[config.mk]
export PLATFORM = sky130hd
export DESIGN_NAME = crc8_control_frame_builder_core
export DESIGN_NICKNAME = d
export VERILOG_FILES = /design/src/design/crc8cfb_pkg.sv /design/src/design/crc8_control_frame_builder_core.sv /design/src/design/crc8cfb_csr.sv /design/src/design/crc8cfb_stats.sv /design/src/design/crc8cfb_serializer.sv
export SDC_FILE = /design/constraint.sdc
export NUM_CORES = 1
export LEC_CHECK = 0
export ABC_AREA = 1
export BUFFER_PORTS_ARGS = -buffer_cell sky130_fd_sc_hd__buf_2
export CORE_ASPECT_RATIO = 0.6
export CORE_MARGIN = 2
export CORE_UTILIZATION = 60
export CTS_CLUSTER_SIZE = 30
export DETAILED_ROUTE_END_ITERATION = 16
export HOLD_SLACK_MARGIN = 0.02
export MAX_ROUTING_LAYER = met4
export PLACE_DENSITY = 0.92
export SLEW_MARGIN = 30
export SYNTH_ARGS = -nofsm -noshare
export SYNTH_HDL_FRONTEND = slang
export SYNTH_HIERARCHICAL = 1
export SYNTH_SLANG_ARGS = --single-unit
[constraint.sdc]
create_clock -name clock -period 9.8 [get_ports clock]
set_clock_uncertainty 0.2 [all_clocks]
set_input_delay 0.49 -clock clock [delete_from_list [all_inputs] [get_ports clock]]
set_output_delay 0.49 -clock clock [all_outputs]
set_load 0.01 [all_outputs]
[src/design/crc8cfb_pkg.sv]
// Shared types, codes and constants of the CRC-8 control frame builder.
`default_nettype none
package crc8cfb_pkg;

   // Widths of the packed stream payloads
   localparam int REQ_DATA_W = 88;
   localparam int RSP_DATA_W = 168;
   localparam int CSR_ADDR_W = 3;
   localparam int CSR_DATA_W = 32;

   // Frame layout
   localparam int          FRAME_LEN     = 16;
   localparam int          BYTE_IDX_W    = 4;
   localparam logic [7:0]  SYNC_BYTE_0   = 8'hA5;
   localparam logic [7:0]  SYNC_BYTE_1   = 8'h5A;
   localparam logic [7:0]  FRAME_VERSION = 8'h01;
   localparam logic [7:0]  CRC_POLY      = 8'h07;
   localparam logic [7:0]  CRC_INIT      = 8'h00;
   localparam logic [3:0]  KEY_HIGH_MASK = 4'hF;

   // Register index of the link-ready flag (word address bit 2)
   localparam logic CSR_IDX_LINK_READY = 1'b0;

   // Command codes carried on the request tuser
   localparam logic CMD_SEND    = 1'b0;
   localparam logic CMD_OUTCOME = 1'b1;

   typedef enum logic [1:0] {
      KIND_FRAME     = 2'd0,
      KIND_NOT_READY = 2'd1,
      KIND_BUSY      = 2'd2,
      KIND_OUTCOME   = 2'd3
   } kind_type;

   typedef struct packed {
      logic [15:0] left_trigger;
      logic [15:0] right_trigger;
      logic [7:0]  left_x;
      logic [7:0]  left_y;
      logic [7:0]  right_x;
      logic [7:0]  right_y;
      logic [7:0]  switch_byte;
      logic [11:0] key_word;
      logic        adc_fault;
   } snapshot_type;

   typedef struct packed {
      logic send;
      logic not_ready;
      logic busy;
      logic sent_ok;
      logic failed;
   } stats_event_type;

   typedef struct packed {
      logic [31:0] tx_failures;
      logic [31:0] ready_skips;
      logic [31:0] busy_skips;
      logic [31:0] frames_sent;
      logic [31:0] attempts;
   } stats_type;

   // One byte of a CRC-8, MSB first, no reflection
   function automatic logic [7:0] crc8_step(input logic [7:0] crc, input logic [7:0] data);
      logic [7:0] c;
      c = crc ^ data;
      for (int b = 0; b < 8; b++) begin
         c = c[7] ? ((c << 1) ^ CRC_POLY) : (c << 1);
      end
      return c;
   endfunction

endpackage
`default_nettype wire

[src/design/crc8_control_frame_builder_core.sv]
// Top level of the CRC-8 control frame builder: item register, control and result register.
`default_nettype none
//
//  Channel   Port group  Direction  Contents
//  --------  ----------  ---------  ---------------------------------------------------
//  request   req_*       in         one send request or transmit outcome report
//  response  rsp_*       out        frame bytes, skip status or outcome status
//  config    csr_*       in/out     APB-style access to the link-ready register
//
// A send request that builds a frame occupies the block for its sixteen bytes, one
// byte per cycle while rsp_tready allows, from the serializer into the result
// register. Skips and outcome reports yield one result each and flow back to back.
// A request enters the item register, its results the result register. Reset
// clears the counters, the sequence number and link_ready; a stall on rsp_tready
// holds the result register and, through it, the item register and the serializer.
//
module crc8_control_frame_builder_core #(
   parameter int SWITCH_COUNT = 8,
   parameter int KEY_COUNT    = 12
) (
   input  wire logic                              clock,
   input  wire logic                              reset,
   // Request stream
   input  wire logic                              req_tvalid,
   output logic                                   req_tready,
   // tdata, lowest bit first: aux_busy, left_trigger, right_trigger, left_x,
   // left_y, right_x, right_y, switch_bits, key_bits, adc_fault, tx_ok, one pad bit
   input  wire logic [crc8cfb_pkg::REQ_DATA_W-1:0] req_tdata,
   // tuser: cmd
   input  wire logic                              req_tuser,
   // Response stream
   output logic                                   rsp_tvalid,
   input  wire logic                              rsp_tready,
   // tdata, lowest bit first: frame_byte, attempts, frames_sent, busy_skips,
   // ready_skips, tx_failures
   output logic      [crc8cfb_pkg::RSP_DATA_W-1:0] rsp_tdata,
   // tuser: kind
   output logic      [1:0]                         rsp_tuser,
   output logic                                   rsp_tlast,
   // Configuration port
   input  wire logic                              csr_psel,
   input  wire logic                              csr_penable,
   input  wire logic                              csr_pwrite,
   input  wire logic [crc8cfb_pkg::CSR_ADDR_W-1:0] csr_paddr,
   input  wire logic [crc8cfb_pkg::CSR_DATA_W-1:0] csr_pwdata,
   output logic      [crc8cfb_pkg::CSR_DATA_W-1:0] csr_prdata,
   output logic                                   csr_pready
);
   import crc8cfb_pkg::*;

   // Item register. Only the switch and key bits that exist are stored.
   logic                    item_valid_ff;
   logic                    item_valid_in;
   logic                    cmd_ff;
   logic                    aux_busy_ff;
   logic                    tx_ok_ff;
   logic                    adc_fault_ff;
   logic [15:0]             left_trigger_ff;
   logic [15:0]             right_trigger_ff;
   logic [7:0]              left_x_ff;
   logic [7:0]              left_y_ff;
   logic [7:0]              right_x_ff;
   logic [7:0]              right_y_ff;
   logic [SWITCH_COUNT-1:0] switch_ff;
   logic [KEY_COUNT-1:0]    key_ff;

   // Result register
   logic        rsp_valid_ff;
   logic        rsp_valid_in;
   kind_type    kind_ff;
   kind_type    kind_in;
   logic [7:0]  byte_ff;
   logic [7:0]  byte_in;
   logic        last_ff;
   logic        last_in;
   stats_type   stats_ff;

   logic            link_ready;
   logic            out_free;
   logic            emit;
   logic            is_frame;
   logic            item_done;
   logic            ser_first;
   logic            ser_last;
   logic [7:0]      ser_byte;
   logic [7:0]      seq;
   logic            stats_update;
   stats_event_type ev;
   stats_type       stats_next;
   snapshot_type    snap;
   logic            req_load;

   crc8cfb_csr u_csr (
      .clock       (clock),
      .reset       (reset),
      .csr_psel    (csr_psel),
      .csr_penable (csr_penable),
      .csr_pwrite  (csr_pwrite),
      .csr_paddr   (csr_paddr),
      .csr_pwdata  (csr_pwdata),
      .csr_prdata  (csr_prdata),
      .csr_pready  (csr_pready),
      .link_ready  (link_ready)
   );

   // The result register can take a new value when it is empty or being drained.
   assign out_free = !rsp_valid_ff || rsp_tready;
   assign emit     = item_valid_ff && out_free;

   // A send request builds a frame only with the link up and the radio idle;
   // a not-ready link wins over a busy radio.
   assign is_frame = (cmd_ff == CMD_SEND) && link_ready && !aux_busy_ff;

   // The item leaves the register with its last result.
   assign item_done = emit && (!is_frame || ser_last);

   // A new request transfer is taken whenever the item register frees up this cycle.
   assign req_tready = !item_valid_ff || item_done;
   assign req_load   = req_tvalid && req_tready;

   always_comb begin
      item_valid_in = item_valid_ff;
      if (req_load) begin
         item_valid_in = 1'b1;
      end else if (item_done) begin
         item_valid_in = 1'b0;
      end
   end

   always_ff @(posedge clock) begin
      if (reset) begin
         item_valid_ff <= 1'b0;
      end else begin
         item_valid_ff <= item_valid_in;
      end
   end

   always_ff @(posedge clock) begin
      if (req_load) begin
         cmd_ff           <= req_tuser;
         aux_busy_ff      <= req_tdata[0];
         left_trigger_ff  <= req_tdata[16:1];
         right_trigger_ff <= req_tdata[32:17];
         left_x_ff        <= req_tdata[40:33];
         left_y_ff        <= req_tdata[48:41];
         right_x_ff       <= req_tdata[56:49];
         right_y_ff       <= req_tdata[64:57];
         switch_ff        <= req_tdata[65 +: SWITCH_COUNT];
         key_ff           <= req_tdata[73 +: KEY_COUNT];
         adc_fault_ff     <= req_tdata[85];
         tx_ok_ff         <= req_tdata[86];
      end
   end

   // Switch and key bits beyond the configured counts read as zero.
   always_comb begin
      snap.left_trigger  = left_trigger_ff;
      snap.right_trigger = right_trigger_ff;
      snap.left_x        = left_x_ff;
      snap.left_y        = left_y_ff;
      snap.right_x       = right_x_ff;
      snap.right_y       = right_y_ff;
      snap.switch_byte   = 8'(switch_ff);
      snap.key_word      = 12'(key_ff);
      snap.adc_fault     = adc_fault_ff;
   end

   crc8cfb_serializer u_serializer (
      .clock    (clock),
      .reset    (reset),
      .step     (emit && is_frame),
      .seq      (seq),
      .snap     (snap),
      .byte_out (ser_byte),
      .first    (ser_first),
      .last     (ser_last)
   );

   // Counters move with the first result of an item; every later frame byte
   // carries the same, already updated, values.
   assign stats_update = emit && (!is_frame || ser_first);

   always_comb begin
      ev.send      = (cmd_ff == CMD_SEND);
      ev.not_ready = (cmd_ff == CMD_SEND) && !link_ready;
      ev.busy      = (cmd_ff == CMD_SEND) && link_ready && aux_busy_ff;
      ev.sent_ok   = (cmd_ff == CMD_OUTCOME) && tx_ok_ff;
      ev.failed    = (cmd_ff == CMD_OUTCOME) && !tx_ok_ff;
   end

   crc8cfb_stats u_stats (
      .clock      (clock),
      .reset      (reset),
      .update     (stats_update),
      .ev         (ev),
      .stats_next (stats_next),
      .seq        (seq)
   );

   always_comb begin
      if (cmd_ff == CMD_OUTCOME) begin
         kind_in = KIND_OUTCOME;
      end else if (!link_ready) begin
         kind_in = KIND_NOT_READY;
      end else if (aux_busy_ff) begin
         kind_in = KIND_BUSY;
      end else begin
         kind_in = KIND_FRAME;
      end
      byte_in = is_frame ? ser_byte : 8'h00;
      last_in = is_frame ? ser_last : 1'b1;
   end

   always_comb begin
      rsp_valid_in = rsp_valid_ff;
      if (out_free) begin
         rsp_valid_in = emit;
      end
   end

   always_ff @(posedge clock) begin
      if (reset) begin
         rsp_valid_ff <= 1'b0;
      end else begin
         rsp_valid_ff <= rsp_valid_in;
      end
   end

   always_ff @(posedge clock) begin
      if (emit) begin
         kind_ff  <= kind_in;
         byte_ff  <= byte_in;
         last_ff  <= last_in;
         stats_ff <= stats_next;
      end
   end

   assign rsp_tvalid = rsp_valid_ff;
   assign rsp_tuser  = kind_ff;
   assign rsp_tlast  = last_ff;
   assign rsp_tdata  = {stats_ff.tx_failures, stats_ff.ready_skips, stats_ff.busy_skips,
                        stats_ff.frames_sent, stats_ff.attempts, byte_ff};

endmodule
`default_nettype wire

[src/design/crc8cfb_csr.sv]
// Configuration register block with an APB-style write and read port.
`default_nettype none
module crc8cfb_csr (
   input  wire logic                              clock,
   input  wire logic                              reset,
   input  wire logic                              csr_psel,
   input  wire logic                              csr_penable,
   input  wire logic                              csr_pwrite,
   input  wire logic [crc8cfb_pkg::CSR_ADDR_W-1:0] csr_paddr,
   input  wire logic [crc8cfb_pkg::CSR_DATA_W-1:0] csr_pwdata,
   output logic      [crc8cfb_pkg::CSR_DATA_W-1:0] csr_prdata,
   output logic                                   csr_pready,
   output logic                                   link_ready
);
   import crc8cfb_pkg::*;

   logic link_ready_ff;
   logic link_ready_in;
   logic write_hit;

   assign csr_pready = 1'b1;
   assign write_hit  = csr_psel && csr_penable && csr_pwrite && csr_pready
                       && (csr_paddr[2] == CSR_IDX_LINK_READY);

   always_comb begin
      link_ready_in = link_ready_ff;
      if (write_hit) begin
         link_ready_in = csr_pwdata[0];
      end
   end

   always_ff @(posedge clock) begin
      if (reset) begin
         link_ready_ff <= 1'b0;
      end else begin
         link_ready_ff <= link_ready_in;
      end
   end

   always_comb begin
      csr_prdata = '0;
      if (csr_paddr[2] == CSR_IDX_LINK_READY) begin
         csr_prdata = CSR_DATA_W'(link_ready_ff);
      end
   end

   assign link_ready = link_ready_ff;

endmodule
`default_nettype wire

[src/design/crc8cfb_stats.sv]
// Sequence number and the wrapping transmit statistics counters.
`default_nettype none
module crc8cfb_stats (
   input  wire logic                         clock,
   input  wire logic                         reset,
   input  wire logic                         update,
   input  wire crc8cfb_pkg::stats_event_type ev,
   output crc8cfb_pkg::stats_type            stats_next,
   output logic [7:0]                        seq
);
   import crc8cfb_pkg::*;

   stats_type  stats_ff;
   stats_type  stats_in;
   logic [7:0] seq_ff;
   logic [7:0] seq_in;

   always_comb begin
      stats_in = stats_ff;
      seq_in   = seq_ff;
      if (update) begin
         if (ev.send) begin
            stats_in.attempts = stats_ff.attempts + 32'd1;
         end
         if (ev.not_ready) begin
            stats_in.ready_skips = stats_ff.ready_skips + 32'd1;
         end
         if (ev.busy) begin
            stats_in.busy_skips = stats_ff.busy_skips + 32'd1;
         end
         if (ev.sent_ok) begin
            stats_in.frames_sent = stats_ff.frames_sent + 32'd1;
            seq_in               = seq_ff + 8'd1;
         end
         if (ev.failed) begin
            stats_in.tx_failures = stats_ff.tx_failures + 32'd1;
         end
      end
   end

   always_ff @(posedge clock) begin
      if (reset) begin
         stats_ff <= '0;
         seq_ff   <= '0;
      end else begin
         stats_ff <= stats_in;
         seq_ff   <= seq_in;
      end
   end

   assign stats_next = stats_in;
   assign seq        = seq_ff;

endmodule
`default_nettype wire

[src/design/crc8cfb_serializer.sv]
// Frame byte serializer with a running CRC-8 over the header and payload bytes.
`default_nettype none
module crc8cfb_serializer (
   input  wire logic                      clock,
   input  wire logic                      reset,
   input  wire logic                      step,
   input  wire logic [7:0]                seq,
   input  wire crc8cfb_pkg::snapshot_type snap,
   output logic [7:0]                     byte_out,
   output logic                           first,
   output logic                           last
);
   import crc8cfb_pkg::*;

   logic [BYTE_IDX_W-1:0] idx_ff;
   logic [BYTE_IDX_W-1:0] idx_in;
   logic [7:0]            crc_ff;
   logic [7:0]            crc_in;

   always_comb begin
      case (idx_ff)
         4'd0:    byte_out = SYNC_BYTE_0;
         4'd1:    byte_out = SYNC_BYTE_1;
         4'd2:    byte_out = FRAME_VERSION;
         4'd3:    byte_out = seq;
         4'd4:    byte_out = snap.left_trigger[7:0];
         4'd5:    byte_out = snap.left_trigger[15:8];
         4'd6:    byte_out = snap.right_trigger[7:0];
         4'd7:    byte_out = snap.right_trigger[15:8];
         4'd8:    byte_out = snap.left_x;
         4'd9:    byte_out = snap.left_y;
         4'd10:   byte_out = snap.right_x;
         4'd11:   byte_out = snap.right_y;
         4'd12:   byte_out = snap.switch_byte;
         4'd13:   byte_out = snap.key_word[7:0];
         4'd14:   byte_out = {snap.adc_fault, 3'b000, snap.key_word[11:8] & KEY_HIGH_MASK};
         default: byte_out = crc_ff;
      endcase
   end

   assign first = (idx_ff == '0);
   assign last  = (idx_ff == BYTE_IDX_W'(FRAME_LEN - 1));

   // The final byte is the CRC itself, so the register restarts after it.
   always_comb begin
      idx_in = idx_ff;
      crc_in = crc_ff;
      if (step) begin
         if (last) begin
            idx_in = '0;
            crc_in = CRC_INIT;
         end else begin
            idx_in = idx_ff + 1'b1;
            crc_in = crc8_step(crc_ff, byte_out);
         end
      end
   end

   always_ff @(posedge clock) begin
      if (reset) begin
         idx_ff <= '0;
         crc_ff <= CRC_INIT;
      end else begin
         idx_ff <= idx_in;
         crc_ff <= crc_in;
      end
   end

endmodule
`default_nettype wire

==> Word-level counts from Yosys, hierarchy flattened <==
Cells that the tools add are included.
{ "op_classes": {"n_lt_le_gt_ge": 0, "reduce_logical": 28, "n_bitwise": 12, "eq_ne": 15, "n_addsub": 7, "n_mul": 0, "n_mux": 22, "div": 0, "shifts": 0} }
{ "op_table": {"columns": ["operator", "n"], "rows": [
  ["$add 32x1->32 const B", 5],
  ["$mux 160", 1],
  ["$mux 32", 5],
  ["$pmux 8 s15", 1],
  ["$eq 4x4->1 const B", 8],
  ["$mux 3", 8],
  ["$not 3->3", 8],
  ["$eq 4x3->1 const B", 4],
  ["$logic_and 1x1->1", 14],
  ["$add 8x1->8 const B", 1],
  ["$eq 4x2->1 const B", 2],
  ["$mux 8", 1],
  ["$xor 8x8->8", 1],
  ["$logic_not 1->1", 6],
  ["$add 4x1->4 const B", 1],
  ["$eq 4x1->1 const B", 1],
  ["$logic_not 4->1", 1],
  ["$logic_or 1x1->1", 4],
  ["$mux 2", 2],
  ["$mux 4", 1],
  ["$mux 1", 3],
  ["$not 1->1", 3],
  ["$reduce_and 2->1", 1],
  ["$reduce_bool 2->1", 1],
  ["$reduce_or 2->1", 1]
]} }
{ "word_totals": {"ramBits": 0, "latch_bits": 0, "rom_bits": 0, "memories": 0, "word_cells": 116, "input_bits": 131, "register_bits": 442} }

==> Depth between registers and ports, before layout <==
{ "depth": {"word_depth": 20, "mapped_depth": 20, "mapped_depth_nobuf": 18} }

==> Hierarchy <==
Netlist, hierarchy kept.
{ "modules_own_cells": {"columns": ["module", "seq_area_each_um2", "instances", "area_per_inst_um2", "cells_each"], "rows": [
  ["crc8cfb_stats", 3363.2, 1, 9679.3, 1548],
  ["crc8_control_frame_builder_core", 7817.5, 1, 8022.7, 305],
  ["crc8cfb_serializer", 240.2, 1, 2367.3, 455],
  ["crc8cfb_csr", 20.0, 1, 317.8, 47]
]} }

==> Worst setup path after synthesis <==
Ideal clock, no wire load.
{ "synth_timing": {"path_kind": "register to register", "startpoint": "register u_serializer.idx_ff[0]", "endpoint": "register adc_fault_ff (enable)", "path_stages_with_launch": 8, "period_less_slack_ps": 5997, "t_required_ps": 9037, "path_slack_ps": 3803, "arrival_time_ps": 5234, "path_buffers": 0, "setup_time_ps": 563, "cell_sequence": "dfxtp_1 > ha_1 > inv_1 > nor2_1 > inv_1 > nand3_2 > nand2_2 > a21oi_1"} }
{ "synth_via": {"elab_chain_cells": 5} }
{ "synth_rtl": {"columns": ["element", "line_no", "rtl"], "rows": [
  ["start: declaration", "crc8cfb_serializer.sv:15", "logic [BYTE_IDX_W-1:0] idx_ff;"],
  ["start signal: assignment", "crc8cfb_serializer.sv:64", "idx_ff <= idx_in;"],
  ["$eq 4x4->1", "crc8cfb_serializer.sv:42", "assign last = (idx_ff == BYTE_IDX_W'(FRAME_LEN - 1));"],
  ["via ser_last", "crc8_control_frame_builder_core.sv:84", "logic ser_last;"],
  ["$logic_or 1x1->1", "crc8_control_frame_builder_core.sv:115", "assign item_done = emit && (!is_frame || ser_last);"],
  ["$logic_and 1x1->1", "crc8_control_frame_builder_core.sv:115", null],
  ["$logic_or 1x1->1", "crc8_control_frame_builder_core.sv:118", "assign req_tready = !item_valid_ff || item_done;"],
  ["$logic_and 1x1->1", "crc8_control_frame_builder_core.sv:119", "assign req_load = req_tvalid && req_tready;"],
  ["end signal: assignment", "crc8_control_frame_builder_core.sv:150", "adc_fault_ff <= req_tdata[85];"],
  ["end: declaration", "crc8_control_frame_builder_core.sv:57", "logic adc_fault_ff;"]
]} }
The timed path passes the listed nets, and every way through them passes these cells.
A chain may end at the register's enable or synchronous reset.

==> results.toml <==
[route]
drc = 0
drt_wl_total_um = 56700
detail_route.vias_per_cell = 5.58
dr.pass1.iters = 9
vias = 17900
wl_per_cell_um = 17.6
drt_iter0_drc = 2310
route.antenna.remaining_nets = 0

[finish]
n_fill_cell = 2417
nets = 2866
drive_gt1_share_pct = 16.6
syn_to_final_growth_pct = 18.7
instances_no_fill = 3215

[sta]
max_freq_ghz = 0.245
finalHoldViolCount = 0
min_period_ns = 4.09
timing.final.crit_share_pct = 41.7
report.final.setup_viol = 0
rsz0062_at_grt = "false"
worst_pin_slew_ns = 0.959
fin_tns_setup_ns = 0
relSlewSlack_pct = 36.0
drv_slew = 0

[setup_path]
cpLargestDelayFamily = "simple AND/OR/NAND/NOR gates"
path_max_fanout = 13
path_class = "register to register"
cp_num_buf_inv = 5
r2r_cells = 14
r2r_start = "u_serializer/idx_ff[0]"
start_kind = "register"
slowest_stage = "ha_1"
crit_arrival_ns = 4.19
r2r_slack_ns = 5.71
crit_required_ns = 9.90
end_kind = "register"
r2r_end = "rsp_tdata[55]"
max_stage_delay_ns = 0.50
worstPathCellList = "inv_1 -> ha_1 -> inv_2 -> nor2_2 -> nor2_2 -> nor2_1 -> buf_4 -> nand2_1 -> clkinv_1 -> nand2_1 -> nor2_1 -> nand3b_1 -> xor2_1 -> inv_1"

[worst_hold_path]
holdPathStages = 5
hold_start = "csr_pwdata[0]"
hold_class = "input pin to register"
hold_end = "u_csr/link_ready"

[logic_synthesis]
yosysMostFrequentCell = "nand2_1"
yosysTopAreaCell = "edfxtp_1"
synthTopCellsByArea = "edfxtp_1 (38%), dfxtp_1 (18%), nand2_1 (11%)"
syn-mean-instance-area_sq_um = 8.66
seq_area_frac_synth_pct = 56.1
async_flop_share_pct = 0
synth_edf_count = 259
synth_cells = 2355
synth.top_cell.area_share_pct = 38.1
synth_cell_type_count = 43
synth.top_cells.by_count = "nand2_1 (595), nor2_1 (310), inv_1 (298)"
yosysWarnings = 6
synth_area_sq_um = 20400
synth_ff_type = "edfxtp_1"
synth_seq_cells = 442

[grt]
grt_usage_pct = 32.3
grt_max_degree = 100
grt_remaining_overflow = 0
grt_pass1_vias = 16900
antenna_found_initial = 1
grt_pass1_wl_um = 88100

[placement]
port_buffers = 270
post-place-cells = 3054
dp_hpwl_um = 39000
gp_congestion = 1.02

[floorplan]
rows = 52
die_y_um = 147
start_util_pct = 60.7
die-area_sq_um = 35500
die_x_um = 242
io_pins = 337
core_area_sq_um = 33600

[power_and_ir_drop]
p_int_mw = 2.93
p_leak_nw = 10.4
p_total_mw = 3.76
powerDensity_nw_per_um2 = 155
irDropWorstVdd_mv = 0.156
swShare_pct = 22.0
pwr-share-seq_pct = 54.4
p_switching_mw = 0.827
clkPwrFrac_pct = 40.9
p_comb_share_pct = 4.7

[clock_network]
cts_hold_buf = 88
cts_tree = "done"
cts_setup_buffers = 0
cts_resized = 0
clk_latency_ns = 0.55
clock_path_buffers = 3
h-tree-depth = 2
clkTransAtPathRegs_ns = 0.07
cts_inserted_buffers = 40
clock_sinks = 442
cts-root-buf = "clkbuf_16"

[status]
outcome = "complete, no violations"

[job]
maxCapViolCount = 0
cell type report:
cell class	instances	area (sq um)	share of cell area, %
sequential	442	11400	47.3
multi-input combinational	1556	7430	30.7
inverter	320	1210	5.00
timing repair buffer	365	2300	9.51
tap	459	574	2.37
clock inverter	17	141	0.584
antenna	1	2.50	0.0103
clock buffer	55	1100	4.54
worst reg2reg max path: stages, from the launching register on:
cell and delay [ns]:
dfxtp_1 0.37, inv_1 0.13, ha_1 0.50, inv_2 0.13
nor2_2 0.46, nor2_2 0.08, nor2_1 0.11, buf_4 0.26
nand2_1 0.37, clkinv_1 0.35, nand2_1 0.13, nor2_1 0.24
nand3b_1 0.19, xor2_1 0.26, inv_1 0.07
cells in the final DEF (no fill, tap or decap), drive strengths merged, types with 5 or more instances in the layout:
master,n
nand2,611
buf,277
and2,14
xor2,35
o21ai,45
conb,32
inv,320
nor2,360
ha,10
dlygate4sd3,88
nand4,64
edfxtp,259
a21oi,93
clkbuf,55
nor3,37
dfxtp,183
nand3,178
xnor2,9
clkinv,14
or2,20
nor3b,5
nand3b,31
flip-flops by register name, summed over array words and instances, names as in the netlist, 2 cells and up:
signal	cells
rsp_tdata	160
u_stats/stats_ff	160
left_trigger_ff	16
right_trigger_ff	16
key_ff	12
byte_ff	8
left_x_ff	8
left_y_ff	8
right_x_ff	8
right_y_ff	8
switch_ff	8
u_serializer/crc_ff	8
u_stats/seq	8
u_serializer/idx_ff	4
rsp_tuser	2
power groups by stage:
stage / Clock, mW / Combinational, mW / Sequential (mW)
floorplan: 0 / 0.0617 / 2.10
global placement: 0 / 0.138 / 2.08
detailed placement: 0 / 0.144 / 2.08
CTS: 1.55 / 0.172 / 2.04
global route: 1.63 / 0.188 / 2.05
finish: 1.54 / 0.176 / 2.05
metrics by stage:
step | setup slack [ns] | utilization [%] | hold WS, ns | area, sq um
after floorplan | 3.80 | - | 0.245 | 20500
after global placement | 6.11 | 65.7 | 0.255 | 22100
after detailed placement | 5.94 | 65.7 | 0.259 | 22100
after global routing | 5.48 | 72.1 | 0.0947 | 24200
after CTS | 5.91 | 72.1 | 0.0534 | 24200
final | 5.71 | 72.1 | 0.0751 | 24200
per-layer routing:
layer	global-route usage (%)	share of wire, %
met1	43.1	41
met2	47.4	43
met3	8.53	12
met4	12.3	4.5
met5	-	0
cells by family after synthesis:
family	after synthesis	share of synthesized area, %
AOI/OAI and AO/OA	150	3.91
xor gates and xnor gates	44	1.89
adders and majority gates	10	0.614
buffers and inverters	387	8.05
DFF	442	56.1
other	2	0.0368
and+or+nand+nor	1320	29.4
how the worst max path moves through the flow:
stage	from	endpoint	slack, ns	cells past startpoint
floorplan	u_serializer/idx_ff[0]	adc_fault_ff	3.80	7
CTS	u_serializer/idx_ff[0]	rsp_tdata[55]	5.91	14
global placement	u_serializer/idx_ff[0]	rsp_tdata[55]	6.11	14
global route	u_serializer/idx_ff[0]	rsp_tdata[55]	5.48	14
finish	u_serializer/idx_ff[0]	rsp_tdata[55]	5.71	14
detailed placement	u_serializer/idx_ff[0]	rsp_tdata[55]	5.94	14
Power figures use the tool's default switching activity.
